$ cat config.mk
export PLATFORM = sky130hd
export DESIGN_NAME = pfdf_cursor
export DESIGN_NICKNAME = d
export VERILOG_FILES = /design/src/hdl/pfdf_pkg.sv /design/src/hdl/pfdf_cursor.sv
export SDC_FILE = /design/constraint.sdc
export NUM_CORES = 1
export LEC_CHECK = 0
export ABC_CLOCK_PERIOD_IN_PS = 2700
export BUFFER_PORTS_ARGS = -buffer_cell sky130_fd_sc_hd__buf_2
export CAP_MARGIN = 30
export CELL_PAD_IN_SITES_DETAIL_PLACEMENT = 1
export CELL_PAD_IN_SITES_GLOBAL_PLACEMENT = 1
export CORE_MARGIN = 10
export CORE_UTILIZATION = 38
export CTS_CLUSTER_SIZE = 30
export DETAILED_ROUTE_END_ITERATION = 16
export GPL_TIMING_DRIVEN = 0
export HOLD_SLACK_MARGIN = 0.15
export MAX_ROUTING_LAYER = met4
export PLACE_DENSITY_LB_ADDON = 0.05
export SYNTH_ARGS = -nofsm -noshare
export SYNTH_HDL_FRONTEND = slang
export SYNTH_SLANG_ARGS = --single-unit
$ cat constraint.sdc
create_clock -name clk -period 2.7 [get_ports clk]
set_input_delay 0.54 -clock clk [delete_from_list [all_inputs] [get_ports clk]]
set_output_delay 0.54 -clock clk [all_outputs]
set_load 0.05 [all_outputs]
$ cat src/hdl/pfdf_pkg.sv
`timescale 1ns / 1ps
`default_nettype none

package pfdf_pkg;

    // operation codes of an input word
    typedef enum logic [1:0] {
        OP_DRAW    = 2'd0,
        OP_CLEAR   = 2'd1,
        OP_REFRESH = 2'd2
    } op_t;

    // controller command bytes
    localparam logic [7:0] CMD_PAGE_BASE = 8'hb0;
    localparam logic [7:0] CMD_COL_LOW   = 8'h00;
    localparam logic [7:0] CMD_COL_HIGH  = 8'h10;
    localparam int         HEADER_LEN    = 3;

    // block control state
    typedef enum logic {
        ST_CLEAR,
        ST_RUN
    } state_t;

    // input word
    typedef struct packed {
        logic [1:0] operation;
        logic [7:0] pixel_x;
        logic [7:0] pixel_y;
        logic       pixel_on;
    } in_word_t;

    // output word
    typedef struct packed {
        logic [7:0] bus_byte;
        logic       is_data;
        logic       frame_end;
    } out_word_t;

    // pixel update that rides along with a store read
    typedef struct packed {
        logic       write;
        logic [2:0] bit_sel;
        logic       on;
    } draw_req_t;

    // what the feed cursor says about the current refresh byte
    typedef struct packed {
        logic       is_data;
        logic       frame_end;
        logic [7:0] cmd_byte;
    } refresh_info_t;

endpackage

`default_nettype wire

$ cat src/hdl/pfdf_cursor.sv
`timescale 1ns / 1ps
`default_nettype none

module pfdf_cursor #(
    parameter int COLUMNS = 128,
    parameter int PAGES = 8,
    localparam int AW = $clog2(COLUMNS * PAGES),
    localparam int PG_W = (PAGES > 1) ? $clog2(PAGES) : 1,
    localparam int POS_W = $clog2(COLUMNS + pfdf_pkg::HEADER_LEN)
) (
    input  wire logic                    clk,
    input  wire logic                    rst_n,
    input  wire logic                    step,
    output pfdf_pkg::refresh_info_t      info,
    output logic [AW-1:0]                data_addr
);

    localparam logic [POS_W-1:0] POS_LAST =
        POS_W'(COLUMNS + pfdf_pkg::HEADER_LEN - 1);
    localparam logic [PG_W-1:0] PAGE_LAST = PG_W'(PAGES - 1);

    logic [PG_W-1:0]  page_reg;
    logic [PG_W-1:0]  page_next;
    logic [POS_W-1:0] pos_reg;
    logic [POS_W-1:0] pos_next;
    logic [POS_W-1:0] col;

    // current byte of the feed
    always_comb
    begin
        col = pos_reg - POS_W'(pfdf_pkg::HEADER_LEN);
        data_addr = AW'(32'(page_reg) * COLUMNS + 32'(col));
        info.is_data = 1'b0;
        info.frame_end = 1'b0;
        info.cmd_byte = pfdf_pkg::CMD_PAGE_BASE + 8'(page_reg);
        priority if (pos_reg == POS_W'(0))
        begin
            info.cmd_byte = pfdf_pkg::CMD_PAGE_BASE + 8'(page_reg);
        end
        else if (pos_reg == POS_W'(1))
        begin
            info.cmd_byte = pfdf_pkg::CMD_COL_LOW;
        end
        else if (pos_reg == POS_W'(2))
        begin
            info.cmd_byte = pfdf_pkg::CMD_COL_HIGH;
        end
        else
        begin
            info.is_data = 1'b1;
            info.frame_end = (pos_reg == POS_LAST) && (page_reg == PAGE_LAST);
        end
    end

    // advance position and page
    always_comb
    begin
        pos_next = pos_reg;
        page_next = page_reg;
        if (step)
        begin
            if (pos_reg == POS_LAST)
            begin
                pos_next = '0;
                page_next = (page_reg == PAGE_LAST) ? '0 : page_reg + PG_W'(1);
            end
            else
            begin
                pos_next = pos_reg + POS_W'(1);
            end
        end
    end

    always_ff @(posedge clk or negedge rst_n)
    begin
        if (!rst_n)
        begin
            pos_reg <= '0;
            page_reg <= '0;
        end
        else
        begin
            pos_reg <= pos_next;
            page_reg <= page_next;
        end
    end

endmodule

`default_nettype wire

# Word level (Yosys, flattened, before mapping)
# Cells that the tools add are included.
classes:
  addsub: 5
  n_eq_ne: 4
  mux: 8
  n_reduce_logical: 3
op_table:
  columns: ["op", "n"]
  rows:
  - ["$mux W8", 4]
  - ["$add A10 B8 Y10", 1]
  - ["$add A8 B1 Y8 const B", 1]
  - ["$add A8 B3 Y8 const A", 1]
  - ["$eq A8 B1 Y1 const B", 1]
  - ["$eq A8 B2 Y1 const B", 1]
  - ["$eq A8 B8 Y1 const B", 1]
  - ["$logic_not A8 Y1", 1]
  - ["$sub A8 B2 Y8 const B", 1]
  - ["$mux W2", 3]
  - ["$add A3 B1 Y3 const B", 1]
  - ["$eq A3 B3 Y1 const B", 1]
  - ["$mux W3", 1]
  - ["$reduce_and A2 Y1", 1]
  - ["$logic_and A1 B1 Y1", 1]
word_totals:
  ff_bits: 11
  inputBits: 3

# Longest topological paths before layout
depth:
  depth_word: 5
  depth_mapped: 8
  depth_no_buf: 6

# Worst setup path after synthesis
# OpenSTA, ideal clock, no wires.
synth_path:
  path_type: "register -> output"
  from: "register pos_reg[3]"
  to: "output port data_addr[9]"
  t_arrival_ps: 2572
  required_ps: 2160
  slack_ps: -412
  path_stages_with_launch: 9
  path_buffers: 2
  path_cell_list: "dfrtp_1 -> buf_6 -> or4_1 -> buf_6 -> a211oi_1 -> xor2_1 -> ha_1 -> ha_1 -> xor2_1"
synth_between:
  elab_chain_cells: 2
synth_rtl:
  columns: ["element", "line", "source"]
  rows:
  - ["from (decl)", "pfdf_cursor.sv:24", "logic [POS_W-1:0] pos_reg;"]
  - ["from (signal assigned)", "pfdf_cursor.sv:83", "pos_reg <= pos_next;"]
  - ["$sub A8 B2 Y8", "pfdf_cursor.sv:31", "col = pos_reg - POS_W'(pfdf_pkg::HEADER_LEN);"]
  - ["$add A10 B8 Y10", "pfdf_cursor.sv:32", "data_addr = AW'(32'(page_reg) * COLUMNS + 32'(col));"]
  - ["to (decl)", "pfdf_cursor.sv:15", "output logic [AW-1:0] data_addr"]
# No other way between the ends.

# Worst setup path in the final report
# Same ends and word-level chain as after synthesis.

==> results.md <==
* Vias in the first global route at 708
* Final min period at 2840 ps
* Cell Count Post-Placement at 130
* Critical Path AT at 2300 ps
* Largest net degree at the start of global routing at 12
* CTS tree: built
* Num ports at 23
* Synth Area in XOR/XNOR at 0.119
* #FFs+latches synth at 11
* WL per Instance at 15.7 µm
* Global-route wire length before repair at 3480 µm
* Endpoint class of the critical path: output pin
* Post-Syn Area at 812 µm²
* Synth Warn # at 0
* Final setup violation count at 3
* Met2 GRT Util at 0.164
* Gr busiest metal: met2
* Total grt overflow at 0
* Post-route ant nets at 0
* Synth-to-layout area growth at 33.0%
* Final cycle utilization of the critical path at 1.05
* Max incr delay on CP at 550 ps
* Clk_lat worst skew at 270 ps
* CTS sink count at 11
* Leak Pwr at 0.536 nW
* Status: finished with violations
* Vert. Die Dim at 66.2 µm
* Setup TNS at -186 ps
* Synth Area in Simple Gates at 0.228
* Final hold violation count at 0
* Mapped Cells at 82
* Num CTS Buffers at 3
* Clk buf depth at 2
* ANT cells at 0
* Final wirelength at 2150 µm
* Critical path class: reg2out
* Initial core utilization at 0.406
* Maxcap violations at 0
* Share of layout cells above drive strength 1 at 0.391
* Average size of a mapped cell at 9.90 µm²
* Critical path origin: pos_reg[3]
* Clk_skew at 4.31 ps
* Largest register FFs at 8
* Final worst slack at -137 ps
* Via density per instance at 5.06
* Most frequent cells in the layout: 16 x buf_2, 9 x dfrtp_1, 8 x buf_4
* Overall routing resource usage at 0.102
* Max Clk Rate at 353 MHz
* Non-Filler Instances at 137
* Clk pin slew, worst setup/hold paths at 70 ps
* Maximum VDD drop at 933 µV
* Hold Crit Start: step
* Mux contribution to synthesized area at 0.0416
* Data required, critical path at 2160 ps
* Crit path cell chain: or4_4 > a211oi_2 > xor2_1 > ha_2 > ha_4 > xor2_4 > buf_6
* Routed vias at 693
* Core Region at 0.00200 mm²
* Hold crit path type: in2reg
* DIE AREA at 0.00439 mm²
* Max_slew headroom at 0.585
* GP Congestion at 0.743
* Worst setup SP type: register
* Drt pass-1 iters at 4
* Nets@finish at 122
* Slew Viols, Final at 0
* HPWL after detailed placement at 1630 µm
* Crit path max fanout at 2
* Fill count at 235
* Reg2reg start: pos_reg[3]
* Initial antenna violation count at 0
* P per Cell Area at 1030 mW/mm²
* Largest family of logic cells by synthesized area: simple AND/OR/NAND/NOR gates
* Slowest CP cell: or4_4
* Initial DRC count at 20
* # DRC at 0
* Clock Tree Root: clkbuf_4
* GR Util met3 at 0.0271
* H-tree depth at 1
* Register area share after synthesis at 0.339
* RSZ-0062 raised after global routing: yes
* # port buffers at 20
* Synth Area in Compound Gates at 0.0616
* Grt met1 use at 0.119
* Failing checks: setup timing
* Die W at 66.2 µm
* Worst slew pin tran at 623 ps
* Adder-cell share of the synthesized area at 0.123
* Distinct cells, synth at 30
* Most common cell after layout, fill and taps aside: buf_2
* # rows at 16
## area by class of cell
cell class              instances  area, µm²  share of cell area
multi-input cells              61        524               0.486
flip-flops and latches         11        278               0.257
repair buffers                 26        176               0.163
well taps                      27       33.8              0.0313
plain buffers                   5       30.0              0.0278
clock buffers                   4       26.3              0.0243
inverters                       3       11.3              0.0104
## report_power, final
part           switching (W)  internal, W
clock              0.0000562    0.0000571
combinational       0.000522     0.000222
sequential         0.0000529     0.000207
total               0.000631     0.000486
## cell usage after synthesis, drive strengths merged
| cell type | instances | area (µm²) |
|---|---|---|
| a211oi | 1 | 7.51 |
| a21oi | 3 | 15.0 |
| and2 | 1 | 6.26 |
| and3 | 2 | 12.5 |
| and4 | 2 | 17.5 |
| buf | 5 | 45.0 |
| clkbuf | 3 | 11.3 |
| conb | 1 | 3.75 |
| dfrtp | 11 | 275 |
| ha | 8 | 100 |
| inv | 3 | 11.3 |
| mux2 | 3 | 33.8 |
| nand2 | 4 | 15.0 |
| nand3 | 2 | 10.0 |
| nand4 | 1 | 6.26 |
| nor2 | 2 | 7.51 |
| nor2b | 4 | 25.0 |
| nor3 | 5 | 36.3 |
| nor3b | 2 | 15.0 |
| nor4 | 2 | 18.8 |
| o21ai | 1 | 5.00 |
| o21bai | 1 | 7.51 |
| o22ai | 1 | 6.26 |
| o311ai | 1 | 8.76 |
| or4 | 2 | 15.0 |
| xnor2 | 3 | 26.3 |
| xor2 | 8 | 70.1 |
## per-stage QoR
step / cell area, µm² / hold WS (ps) / util / power (W) / setup slack, ps
floorplan: 852 / 244 / - / 0.000819 / 17.9
global placement: 986 / 430 / 0.493 / 0.000943 / -114
detailed placement: 986 / 429 / 0.493 / 0.000958 / -129
CTS: 1080 / 548 / 0.538 / 0.00113 / -266
global route: 1080 / 549 / 0.539 / 0.00120 / -227
finish: 1080 / 568 / 0.539 / 0.00112 / -137
## cells by family (layout without fill, tap and decap cells)
group	Yosys count	in the layout
adders and majority gates	8	8
muxes	3	3
AOI/OAI and AO/OA	8	8
DFF	11	11
xor gates and xnor gates	11	11
other	1	2
buffers and inverters	11	38
and+or+nand+nor	29	29
## worst paths after layout
kind                                     end  slack (ps)  cells past startpoint
min in group asynchronous         pos_reg[2]         670                      2
worst min register to register   page_reg[0]         610                      1
worst min-delay path              pos_reg[1]         570                      2
max in group asynchronous         pos_reg[5]        1800                      2
worst max-delay path            data_addr[9]        -140                      7
worst max register to register   page_reg[2]         830                      4
## repair_timing
| item | in CTS | in global routing |
|---|---|---|
| hold buffers | 1 | 0 |
| setup buffers | 3 | 2 |
| pin swaps | 0 | 2 |
| resized for setup | 12 | 2 |
| setup endpoints to repair | 7 | 11 |
| endpoints found under the hold margin | 11 | 0 |
| gates cloned | 0 | 0 |
## worst max-delay path: cells and delay by family (launching register included)
kind            cells  cell delay (ps)
fa+ha+maj           2              370
flops               1              400
compound gates      1              220
simple gates        1              550
buf+inv             1              170
xor+xnor            2              320
## layer usage
layer	vias to the layer above	wire (µm)
li1	336	-
met1	336	879
met2	19	1100
met3	2	152
met4	0	12
met5	-	0
No activity file was read; power rests on OpenSTA's default activity.
